==> src/rtl/mh64_pkg.sv <==
// mh64_pkg: shared constants for the 64-bit murmur hash block
// no dependencies; used by the interfaces, the multiplier and the top level

package mh64_pkg;

    localparam int WORD_W  = 64;
    localparam int HALF_W  = 32;
    localparam int COUNT_W = 4;
    localparam int LEN_W   = 32;

    // mixing constant and its halves for the 32x32 partial products
    localparam logic [WORD_W-1:0] MIX_MUL    = 64'hc6a4a7935bd1e995;
    localparam logic [HALF_W-1:0] MIX_MUL_LO = 32'h5bd1e995;
    localparam logic [HALF_W-1:0] MIX_MUL_HI = 32'hc6a4a793;
    localparam int                MIX_SHIFT  = 47;

    // byte count of a full word
    localparam logic [COUNT_W-1:0] FULL_COUNT = 4'd8;

endpackage

==> src/rtl/mh64_if.sv <==
// mh64_if: valid/ready channel interfaces for message words and hash results
// depends on mh64_pkg for field widths

interface mh64_in_if;
    logic                             valid;
    logic                             ready;
    logic [mh64_pkg::WORD_W-1:0]      data_word;
    logic [mh64_pkg::COUNT_W-1:0]     byte_count;
    logic                             first_item;
    logic                             last_item;
    logic [mh64_pkg::LEN_W-1:0]       message_length;

    modport source (
        output valid, data_word, byte_count, first_item, last_item, message_length,
        input  ready
    );
    modport sink (
        input  valid, data_word, byte_count, first_item, last_item, message_length,
        output ready
    );
endinterface

interface mh64_out_if;
    logic                        valid;
    logic                        ready;
    logic [mh64_pkg::WORD_W-1:0] hash_value;

    modport source (
        output valid, hash_value,
        input  ready
    );
    modport sink (
        input  valid, hash_value,
        output ready
    );
endinterface

==> src/rtl/mh64_mul.sv <==
// mh64_mul: multiplies a 64-bit operand by the mixing constant modulo 2^64
// one 32x32 multiplier, three partial products computed one after another
// depends on mh64_pkg

module mh64_mul (
    input  logic                        clk,
    input  logic                        rst_n,
    input  logic                        start,
    input  logic [mh64_pkg::WORD_W-1:0] operand,
    output logic                        done,
    output logic [mh64_pkg::WORD_W-1:0] product
);

    typedef enum logic [1:0] {
        STEP_LO,
        STEP_CROSS_A,
        STEP_CROSS_B
    } step_t;

    step_t                        step_reg;
    logic                         busy_reg;
    logic                         done_reg;
    logic [mh64_pkg::WORD_W-1:0]  a_reg;
    logic [mh64_pkg::WORD_W-1:0]  acc_reg;
    logic [mh64_pkg::WORD_W-1:0]  acc_next;
    logic [mh64_pkg::HALF_W-1:0]  mul_x;
    logic [mh64_pkg::HALF_W-1:0]  mul_y;
    logic [mh64_pkg::WORD_W-1:0]  part;

    // operand halves for the current partial product
    always_comb
    begin
        case (step_reg)
            STEP_LO:
            begin
                mul_x = a_reg[mh64_pkg::HALF_W-1:0];
                mul_y = mh64_pkg::MIX_MUL_LO;
            end
            STEP_CROSS_A:
            begin
                mul_x = a_reg[mh64_pkg::WORD_W-1:mh64_pkg::HALF_W];
                mul_y = mh64_pkg::MIX_MUL_LO;
            end
            STEP_CROSS_B:
            begin
                mul_x = a_reg[mh64_pkg::HALF_W-1:0];
                mul_y = mh64_pkg::MIX_MUL_HI;
            end
            default:
            begin
                mul_x = a_reg[mh64_pkg::HALF_W-1:0];
                mul_y = mh64_pkg::MIX_MUL_LO;
            end
        endcase
    end

    // shared 32x32 multiplier
    assign part = {{mh64_pkg::HALF_W{1'b0}}, mul_x} * {{mh64_pkg::HALF_W{1'b0}}, mul_y};

    // low product loads, cross products add into the upper half
    always_comb
    begin
        if (step_reg == STEP_LO)
        begin
            acc_next = part;
        end
        else
        begin
            acc_next = acc_reg + {part[mh64_pkg::HALF_W-1:0], {mh64_pkg::HALF_W{1'b0}}};
        end
    end

    // step sequencing and accumulator
    always_ff @(posedge clk or negedge rst_n)
    begin
        if (!rst_n)
        begin
            step_reg <= STEP_LO;
            busy_reg <= 1'b0;
            done_reg <= 1'b0;
            a_reg    <= '0;
            acc_reg  <= '0;
        end
        else
        begin
            done_reg <= 1'b0;
            if (start)
            begin
                a_reg    <= operand;
                step_reg <= STEP_LO;
                busy_reg <= 1'b1;
            end
            else if (busy_reg)
            begin
                acc_reg <= acc_next;
                case (step_reg)
                    STEP_LO:      step_reg <= STEP_CROSS_A;
                    STEP_CROSS_A: step_reg <= STEP_CROSS_B;
                    STEP_CROSS_B:
                    begin
                        step_reg <= STEP_LO;
                        busy_reg <= 1'b0;
                        done_reg <= 1'b1;
                    end
                    default:      step_reg <= STEP_LO;
                endcase
            end
        end
    end

    assign done    = done_reg;
    assign product = acc_reg;

endmodule

==> src/rtl/murmur2_hash64.sv <==
// murmur2_hash64: streaming 64-bit murmur hash over little-endian message words
// depends on mh64_pkg, mh64_in_if / mh64_out_if and mh64_mul
//
//   channel   direction  contents
//   in_ch     sink       data_word, byte_count, first_item, last_item, message_length
//   out_ch    source     hash_value, one per item marked last
//   seed_*    write      seed register, write enable and data, no read-back
//
// every multiplication by the mixing constant runs on the shared 32x32 multiplier; an
// item needs n multiplications before the input is ready again, n = 3 for a full word,
// 1 for a partial word, 0 for an empty one, plus 1 on a first item, plus 1 on a last
// item (final mix), which then also loads the output register
// reset clears the seed and the running hash; a result waiting in the output
// register stalls the block only when the next result is ready to load

module murmur2_hash64 (
    input  logic                        clk,
    input  logic                        rst_n,
    input  logic                        seed_we,
    input  logic [mh64_pkg::WORD_W-1:0] seed_wdata,
    mh64_in_if.sink                     in_ch,
    mh64_out_if.source                  out_ch
);

    typedef enum logic [3:0] {
        ST_IDLE,
        ST_LEN,
        ST_WORD,
        ST_KEY1,
        ST_KEY2,
        ST_HASH,
        ST_FIN,
        ST_FINAL,
        ST_EMIT
    } state_t;

    state_t                          state_reg;
    logic [mh64_pkg::WORD_W-1:0]     seed_reg;
    logic [mh64_pkg::WORD_W-1:0]     hash_reg;
    logic [mh64_pkg::WORD_W-1:0]     word_reg;
    logic [mh64_pkg::COUNT_W-1:0]    count_reg;
    logic                            last_reg;
    logic                            mul_start_reg;
    logic [mh64_pkg::WORD_W-1:0]     mul_operand_reg;
    logic                            out_valid_reg;
    logic [mh64_pkg::WORD_W-1:0]     out_hash_reg;

    logic                            mul_done;
    logic [mh64_pkg::WORD_W-1:0]     mul_product;
    logic [mh64_pkg::WORD_W-1:0]     byte_mask;
    logic [mh64_pkg::WORD_W-1:0]     partial_hash;
    logic [mh64_pkg::WORD_W-1:0]     key_mixed;
    logic [mh64_pkg::WORD_W-1:0]     key2_hash;
    logic [mh64_pkg::WORD_W-1:0]     fin_operand;
    logic [mh64_pkg::WORD_W-1:0]     final_hash;
    logic                            in_xfer;

    // shared constant multiplier
    mh64_mul u_mul (
        .clk     (clk),
        .rst_n   (rst_n),
        .start   (mul_start_reg),
        .operand (mul_operand_reg),
        .done    (mul_done),
        .product (mul_product)
    );

    // keep bytes below the byte count
    always_comb
    begin
        for (int i = 0; i < mh64_pkg::WORD_W / 8; i++)
        begin
            byte_mask[i*8 +: 8] = (count_reg > mh64_pkg::COUNT_W'(i)) ? 8'hff : 8'h00;
        end
    end

    // xor-shift and combine terms
    assign partial_hash = hash_reg ^ (word_reg & byte_mask);
    assign key_mixed    = mul_product ^ (mul_product >> mh64_pkg::MIX_SHIFT);
    assign key2_hash    = hash_reg ^ mul_product;
    assign fin_operand  = hash_reg ^ (hash_reg >> mh64_pkg::MIX_SHIFT);
    assign final_hash   = mul_product ^ (mul_product >> mh64_pkg::MIX_SHIFT);

    assign in_xfer = in_ch.valid && (state_reg == ST_IDLE);

    // sequencer, hash state and output register
    always_ff @(posedge clk or negedge rst_n)
    begin
        if (!rst_n)
        begin
            state_reg       <= ST_IDLE;
            seed_reg        <= '0;
            hash_reg        <= '0;
            word_reg        <= '0;
            count_reg       <= '0;
            last_reg        <= 1'b0;
            mul_start_reg   <= 1'b0;
            mul_operand_reg <= '0;
            out_valid_reg   <= 1'b0;
            out_hash_reg    <= '0;
        end
        else
        begin
            mul_start_reg <= 1'b0;

            if (seed_we)
            begin
                seed_reg <= seed_wdata;
            end

            // result taken downstream, unless a new one loads in its place
            if (out_valid_reg && out_ch.ready && (state_reg != ST_EMIT))
            begin
                out_valid_reg <= 1'b0;
            end

            case (state_reg)
                ST_IDLE:
                begin
                    if (in_xfer)
                    begin
                        word_reg  <= in_ch.data_word;
                        count_reg <= in_ch.byte_count;
                        last_reg  <= in_ch.last_item;
                        if (in_ch.first_item)
                        begin
                            mul_operand_reg <= {{(mh64_pkg::WORD_W-mh64_pkg::LEN_W){1'b0}},
                                                in_ch.message_length};
                            mul_start_reg   <= 1'b1;
                            state_reg       <= ST_LEN;
                        end
                        else
                        begin
                            state_reg <= ST_WORD;
                        end
                    end
                end
                ST_LEN:
                begin
                    if (mul_done)
                    begin
                        hash_reg  <= seed_reg ^ mul_product;
                        state_reg <= ST_WORD;
                    end
                end
                ST_WORD:
                begin
                    if (count_reg >= mh64_pkg::FULL_COUNT)
                    begin
                        mul_operand_reg <= word_reg;
                        mul_start_reg   <= 1'b1;
                        state_reg       <= ST_KEY1;
                    end
                    else if (count_reg != '0)
                    begin
                        hash_reg        <= partial_hash;
                        mul_operand_reg <= partial_hash;
                        mul_start_reg   <= 1'b1;
                        state_reg       <= ST_HASH;
                    end
                    else
                    begin
                        state_reg <= ST_FIN;
                    end
                end
                ST_KEY1:
                begin
                    if (mul_done)
                    begin
                        mul_operand_reg <= key_mixed;
                        mul_start_reg   <= 1'b1;
                        state_reg       <= ST_KEY2;
                    end
                end
                ST_KEY2:
                begin
                    if (mul_done)
                    begin
                        hash_reg        <= key2_hash;
                        mul_operand_reg <= key2_hash;
                        mul_start_reg   <= 1'b1;
                        state_reg       <= ST_HASH;
                    end
                end
                ST_HASH:
                begin
                    if (mul_done)
                    begin
                        hash_reg  <= mul_product;
                        state_reg <= ST_FIN;
                    end
                end
                ST_FIN:
                begin
                    if (last_reg)
                    begin
                        mul_operand_reg <= fin_operand;
                        mul_start_reg   <= 1'b1;
                        state_reg       <= ST_FINAL;
                    end
                    else
                    begin
                        state_reg <= ST_IDLE;
                    end
                end
                ST_FINAL:
                begin
                    if (mul_done)
                    begin
                        state_reg <= ST_EMIT;
                    end
                end
                ST_EMIT:
                begin
                    // load once the output register is free or being emptied
                    if (!out_valid_reg || out_ch.ready)
                    begin
                        out_hash_reg  <= final_hash;
                        out_valid_reg <= 1'b1;
                        state_reg     <= ST_IDLE;
                    end
                end
                default:
                begin
                    state_reg <= ST_IDLE;
                end
            endcase
        end
    end

    assign in_ch.ready       = (state_reg == ST_IDLE);
    assign out_ch.valid      = out_valid_reg;
    assign out_ch.hash_value = out_hash_reg;

endmodule
==> src/flat_wrapper.sv <==
// flat-port wrapper written by rule: the top's interface ports become plain ports
module murmur2_hash64_flat 
  (clk, rst_n, seed_we, seed_wdata, in_ch_valid, in_ch_data_word, in_ch_byte_count, in_ch_first_item, in_ch_last_item, in_ch_message_length, in_ch_ready, out_ch_valid, out_ch_hash_value, out_ch_ready);
  mh64_in_if in_ch_i ();
  mh64_out_if out_ch_i ();
  input  logic clk;
  input  logic rst_n;
  input  logic seed_we;
  input  logic [mh64_pkg::WORD_W-1:0] seed_wdata;
  input wire logic [$bits(in_ch_i.valid)-1:0] in_ch_valid;
  input wire logic [$bits(in_ch_i.data_word)-1:0] in_ch_data_word;
  input wire logic [$bits(in_ch_i.byte_count)-1:0] in_ch_byte_count;
  input wire logic [$bits(in_ch_i.first_item)-1:0] in_ch_first_item;
  input wire logic [$bits(in_ch_i.last_item)-1:0] in_ch_last_item;
  input wire logic [$bits(in_ch_i.message_length)-1:0] in_ch_message_length;
  output wire logic [$bits(in_ch_i.ready)-1:0] in_ch_ready;
  output wire logic [$bits(out_ch_i.valid)-1:0] out_ch_valid;
  output wire logic [$bits(out_ch_i.hash_value)-1:0] out_ch_hash_value;
  input wire logic [$bits(out_ch_i.ready)-1:0] out_ch_ready;
  assign in_ch_i.valid = in_ch_valid;
  assign in_ch_i.data_word = in_ch_data_word;
  assign in_ch_i.byte_count = in_ch_byte_count;
  assign in_ch_i.first_item = in_ch_first_item;
  assign in_ch_i.last_item = in_ch_last_item;
  assign in_ch_i.message_length = in_ch_message_length;
  assign in_ch_ready = in_ch_i.ready;
  assign out_ch_valid = out_ch_i.valid;
  assign out_ch_hash_value = out_ch_i.hash_value;
  assign out_ch_i.ready = out_ch_ready;
  murmur2_hash64 u_core (.clk(clk), .rst_n(rst_n), .seed_we(seed_we), .seed_wdata(seed_wdata), .in_ch(in_ch_i), .out_ch(out_ch_i));
endmodule
==> config.mk <==
export PLATFORM = sky130hd
export DESIGN_NAME = murmur2_hash64_flat
export DESIGN_NICKNAME = d
export VERILOG_FILES = /design/src/rtl/mh64_pkg.sv /design/src/rtl/mh64_if.sv /design/src/rtl/mh64_mul.sv /design/src/rtl/murmur2_hash64.sv /design/src/flat_wrapper.sv
export SDC_FILE = /design/constraint.sdc
export NUM_CORES = 2
export LEC_CHECK = 0
export BUFFER_PORTS_ARGS = -buffer_cell sky130_fd_sc_hd__buf_2
export CAP_MARGIN = 30
export CORE_UTILIZATION = 55
export DETAILED_ROUTE_END_ITERATION = 8
export PLACE_DENSITY = 0.78
export SLEW_MARGIN = 20
export SYNTH_ARGS = -nofsm -noshare
export SYNTH_HDL_FRONTEND = slang
export SYNTH_SLANG_ARGS = --single-unit
export TNS_END_PERCENT = 10
==> constraint.sdc <==
create_clock -name clk -period 10.75 [get_ports clk]
set_clock_uncertainty 0.1 [all_clocks]
set_input_delay 1.6125 -clock clk [delete_from_list [all_inputs] [get_ports clk]]
set_output_delay 1.6125 -clock clk [all_outputs]
set_load 0.01 [all_outputs]
### Word-level counts from Yosys, hierarchy flattened

Index checks and enable logic that the tools add are counted.

| cells by class | value |
|---|---|
| add/sub/neg operators | 1 |
| multipliers | 1 |
| $lt $le $gt $ge | 9 |
| eq/ne operators | 23 |
| mux-type cells | 54 |
| bitwise logic cells | 7 |
| reduce and logical (&&, ||, !) cells | 18 |

Operators by type and width:

| cell | count |
|---|---|
| $mux 64 | 11 |
| $pmux 64 s5 | 1 |
| $pmux 64 s4 | 1 |
| $xor 64x64->64 | 3 |
| $xor 64x17->64 | 2 |
| $add 64x64->64 | 1 |
| $and 64x64->64 | 1 |
| $mul 32x32->64 | 1 |
| $mux 32 | 2 |
| $mux 8 | 8 |
| $pmux 4 s9 | 1 |
| $mux 4 | 8 |
| $eq 4x3->1 const B | 4 |
| $gt 4x3->1 const B | 4 |
| $mux 1 | 15 |
| $ne 2x2->1 const B | 7 |
| $reduce_and 7->1 | 2 |
| $eq 4x2->1 const B | 2 |
| $gt 4x1->1 const B | 2 |
| $gt 4x2->1 const B | 2 |
| $mux 2 | 4 |
| $ne 2x1->1 const B | 4 |
| $reduce_bool 4->1 | 2 |
| $reduce_and 2->1 | 3 |
| 20 further kinds | 22 |

| word-level totals | value |
|---|---|
| register bits after elaboration | 463 |
| word-level logic and storage cells | 128 |

### Logic depth before layout (Yosys ltp)

| depth | value |
|---|---|
| depth after elaboration | 7 |
| mapped depth | 42 |
| depth with buffers taken out | 38 |

### Cells and area by module

A second synthesis with hierarchy kept.

| second synthesis, totals | value |
|---|---|
| cell total of the unflattened synthesis | 5262 |
| area total of the unflattened synthesis | 50961.4 µm² |

By module, submodules not included:

| module | times used | cells an instance | area each (µm²) | seq. area each (µm²) |
|---|---|---|---|---|
| mh64_mul | 1 | 3125 | 30888.4 | 3303.2 |
| murmur2_hash64 | 1 | 2137 | 20073.0 | 8282.9 |

### Worst setup path after synthesis

OpenSTA, ideal clock, no wires.

| path | value |
|---|---|
| kind | register to register |
| start point | register u_core.u_mul.step_reg[0] |
| end point | register u_core.u_mul.acc_reg (netlist bit u_core.u_mul.product[63]) |
| arrival time | 9.475 ns |
| path slack | 1.051 ns |
| cell stages (with the launch flop) | 41 |
| path buffers | 7 |
| period minus slack after synthesis | 9.699 ns |
| cell sequence | dfrtp_1 > clkbuf_1 > nor2b_1 > clkbuf_1 > buf_2 > buf_1 > buf_2 > mux2i_1 > inv_1 > fa_1 > inv_1 > fa_1 > inv_1 > fa_1 > inv_1 > fa_1 > inv_1 > fa_1 > [5 not listed] > nand4_1 > nor2_1 > nand3_1 > a211oi_4 > nor2_1 > xnor2_1 > ha_1 > clkbuf_1 > a21oi_1 > o21ai_0 > nor2_1 > nand2_1 > o21ai_1 > o21ai_0 > o41ai_1 > xnor2_1 > o32ai_1 > o21bai_1 |

| between the ends | value |
|---|---|
| longest elaborated chain between the ends | 5 |
| elaborated cells on any way between the ends | 8 |

RTL lines:

| item | RTL line | text |
|---|---|---|
| start: declaration | mh64_mul.sv:20 | `step_t step_reg;` |
| start signal: assignment | mh64_mul.sv:78 | `step_reg <= STEP_LO;` |
| start signal: assignment | mh64_mul.sv:90 | `step_reg <= STEP_LO;` |
| start signal: assignment | mh64_mul.sv:97 | `STEP_LO: step_reg <= STEP_CROSS_A;` |
| $eq 2x1->1 or $eq 2x2->1 (tied branches) | mh64_mul.sv:33 | `case (step_reg)` |
| $mux 32 | mh64_mul.sv:33 |  |
| $mul 32x32->64 | mh64_mul.sv:58 | `assign part = {{mh64_pkg::HALF_W{1'b0}}, mul_x} * {{mh64_pkg::HALF_W{1'b0}}, mul_y};` |
| $add 64x64->64 | mh64_mul.sv:69 | `acc_next = acc_reg + {part[mh64_pkg::HALF_W-1:0], {mh64_pkg::HALF_W{1'b0}}};` |
| $mux 64 (*) | mh64_mul.sv:63 | `if (step_reg == STEP_LO)` |
| end signal: assignment | mh64_mul.sv:95 | `acc_reg <= acc_next;` |
| end: declaration | mh64_mul.sv:24 | `logic [mh64_pkg::WORD_W-1:0] acc_reg;` |

Mark *: on every way between the ends. The rest lies on a longest branch, timed or not.
A chain may end at the register's enable or synchronous reset.

### Worst setup path in the final report

Ends and elaborated chain as after synthesis.

==> reports/results.tsv <==
stage	metric	value	unit
logic_synthesis	Mapped Cells	5217	
floorplanning	initial core utilization	55.5	%
finish	fillcell total	7520	
logic_synthesis	ys flop type	dfrtp_1	
placed_design	gpl congestion	1.07	
floorplanning	row count	110	
clocking	CTS H-tree lvls	2	
worst_setup_path	worst r2r src	u_core.u_mul.step_reg[0]	
worst_setup_path	Max FO, Critical Path	9	
placed_design	DPL Wire Length	141000	microns
timing	Max Fclk	99.2	MHz
clocking	CTS root buf	clkbuf_16	
detailed_routing	drt first pass iters	9	
logic_synthesis	cell taking the most area after synthesis	fa_1	
logic_synthesis	synth unique cells	84	
timing	Worst slew margin	14.0	%
clocking	Inserted Clock Buffers	51	
global_route	Overall Global Routing Usage	38.8	%
floorplanning	core box area	89900	sq um
logic_synthesis	post-synthesis xor/xnor area fraction	3.39	%
global_route	pin count of the biggest net entering global routing	110	
clocking	CTS Buffer Depth	3	
worst_setup_path	startpoint types	flop	
clocking	clock slew at the register clock pins of the worst setup and hold paths	0.06	ns
timing	Final TNS setup	0	ns
clocking	Sink Count	463	
logic_synthesis	Post-Synth Simple-Gate Area	8.72	%
worst_setup_path	critical path's top delay family	adder cells	
placed_design	PortBufs	236	
floorplanning	die area	91900	sq um
clocking	post-CTS setup buffer count	0	
clocking	post-cts sizing count	0	
worst_hold_path	worst hold start	u_core.out_ch.hash_value[25]	
clocking	cts hold-fix bufs	0	
logic_synthesis	dominant cells by area after synthesis	fa_1 24%, dfrtp_1 23%, ha_1 11%	
global_route	total grt overflow	0	
global_route	first-pass GRT wire length	263000	microns
clocking	clock latency on the worst-skew pair	0.63	ns
logic_synthesis	syn_area_per_cell	9.56	sq um
worst_setup_path	Setup CP Type	reg2reg	
worst_hold_path	HP Class	reg2reg	
clocking	CTS tree	built	
logic_synthesis	Async S/R FF share, synth	100	%
worst_setup_path	slowest CP cell	fa_1	
worst_setup_path	Crit. Startpoint	u_core.u_mul.step_reg[0]	
logic_synthesis	top-area cell type share of the netlist area	24.4	%
worst_setup_path	most frequent CP cell	ha_1	
logic_synthesis	register area share after synthesis	23.2	%
global_route	initial antenna violation count	10	
timing	final setup violating endpoints	0	
floorplanning	Die Ht	303	microns
timing	worst slew pin tran	1.29	ns
detailed_routing	Routed Antenna Nets	0	
finish	NumNets Final	6514	
global_route	vias in the first global route	40900	
worst_setup_path	CP bufs+invs	3	
finish	layout cells sized above 1	14.0	%
timing	final hold vios	0	
logic_synthesis	mux contribution to synthesized area	6.24	%
timing	minimum clock period	10.08	ns
detailed_routing	Avg WL per Cell	26.8	microns
timing	period utilization	93.7	%
worst_setup_path	Crit path largest cell delay	0.56	ns
logic_synthesis	number of synthesized flops with an enable pin	0	
floorplanning	boundary pin count	237	
logic_synthesis	Mapped Area	49900	sq um
detailed_routing	Starting DRT DRC Count	5215	
detailed_routing	drt total wl	175000	microns
logic_synthesis	adder-cell share of the synthesized area	35.3	%
worst_setup_path	worst path required time	11.16	ns
logic_synthesis	yosys warns	0	
logic_synthesis	Yosys reg bits	463	
floorplanning	Chip Width	303	microns
worst_setup_path	Worst Path Arrival	10.48	ns
run_status	status	complete, no violations	
finish	Synth-to-Final Area Change	8.48	%
logic_synthesis	main combinational cell family by area after synthesis	adder cells	
logic_synthesis	compound-gate portion of the synthesized area	14.7	%
detailed_routing	DRC Markers	0	
flow_run	maxcap violations	0	
detailed_routing	Vias/cell	6.27	
detailed_routing	total number of vias	40900	
worst_setup_path	Crit. End Element	flop	
timing	RSZ-0062 raised after global routing	false	
timing	Slew Limit Fails	0	
[kinds of logic (layout without fill, tap and decap cells)]
| group | count (synthesis) | in the layout |
|---|---|---|
| AO/OA/AOI/OAI | 1135 | 1135 |
| buffers and inverters | 1099 | 1220 |
| adder cells (fa/ha/maj) | 1043 | 1043 |
| AND/OR/NAND/NOR | 1003 | 1003 |
| flip-flops | 463 | 463 |
| multiplexers | 279 | 279 |
| XOR/XNOR | 193 | 193 |
| other | 2 | 7 |
[path summary, 6_finish.rpt]
path                                                      to  slack (ns)  cells past startpoint
worst max-delay path                u_core.u_mul.product[63]        0.67                     34
worst min-delay path            u_core.out_ch.hash_value[25]        0.38                      2
worst max register to register      u_core.u_mul.product[63]        0.67                     34
worst min register to register  u_core.out_ch.hash_value[25]        0.38                      2
max in group asynchronous                 u_core.word_reg[3]        7.54                      4
min in group asynchronous                u_core.seed_reg[17]        0.94                      1
[Yosys cell counts, types with 18 or more instances]
master    number
o21ai_0      379
nor2_1       268
a221o_1       49
a22oi_1       28
nor2b_1       47
xor2_1        51
mux2i_1       23
o221ai_1      61
fa_1         607
nand4_1       20
and2_1        18
inv_1        771
clkbuf_1     273
nand2_1      473
nand2b_1      19
mux2_2       255
a211oi_1      19
ha_1         436
a31oi_1       52
a21o_1        47
a21oi_1      260
xnor2_1      142
dfrtp_1      463
o21bai_1      24
buf_1         32
nor3_1        55
a221oi_1      28
nand3_1       24
or2_2         22
a222oi_1      52
[layer usage]
metal | global-route usage, % | share of wire (%) | vias to the layer above | wire length (microns)
met5 | 0 | 0.023 | - | 41
met4 | 18.8 | 5.9 | 6 | 10400
met1 | 51.3 | 39 | 20400 | 67600
li1 | - | - | 17600 | -
met3 | 10.0 | 11 | 530 | 18900
met2 | 59.4 | 45 | 2350 | 78100
[area by class of cell]
type	instances	area, sq um	share of cell area (%)
multi-input cells	3658	34300	63.3
flip-flops and latches	463	11600	21.4
inverters	774	2910	5.37
repair buffers	352	2180	4.04
well taps	1176	1470	2.72
clock buffers	71	1460	2.70
clock inverters	23	250	0.462
diodes	2	5.00	0.00925
[tightest hold or removal path, delay by kind of cell, from the launching register on]
kind | cells | cell delay, ns
AOI/OAI and AO/OA | 1 | 0.06
DFF | 1 | 0.33
and+or+nand+nor | 1 | 0.05
[cells in the final DEF (no fill, tap or decap), types with 142 or more instances in the layout]
| master | netlist | routed |
|---|---|---|
| inv_1 | 771 | 771 |
| fa_1 | 607 | 607 |
| nand2_1 | 473 | 470 |
| dfrtp_1 | 463 | 462 |
| ha_1 | 436 | 436 |
| o21ai_0 | 379 | 378 |
| nor2_1 | 268 | 263 |
| a21oi_1 | 260 | 259 |
| mux2_2 | 255 | 255 |
| buf_2 | 14 | 236 |
| xnor2_1 | 142 | 142 |
[metrics by stage]
stage	instances	setup slack [ns]	cell area, sq um	utilization (%)	hold slack (ns)
global route	6517	0.0324	54100	60.2	0.409
detailed placement	6409	0.605	52200	58.1	0.369
global placement	6402	0.739	52100	58.0	0.357
finish	6519	0.673	54100	60.2	0.380
floorplan	5220	1.05	49900	-	0.344
CTS	6503	0.555	53900	60.0	0.382
Power is left out: the tool's default activity adds up to more than one toggle a clock period on the data nets, which glitch-free logic cannot reach.
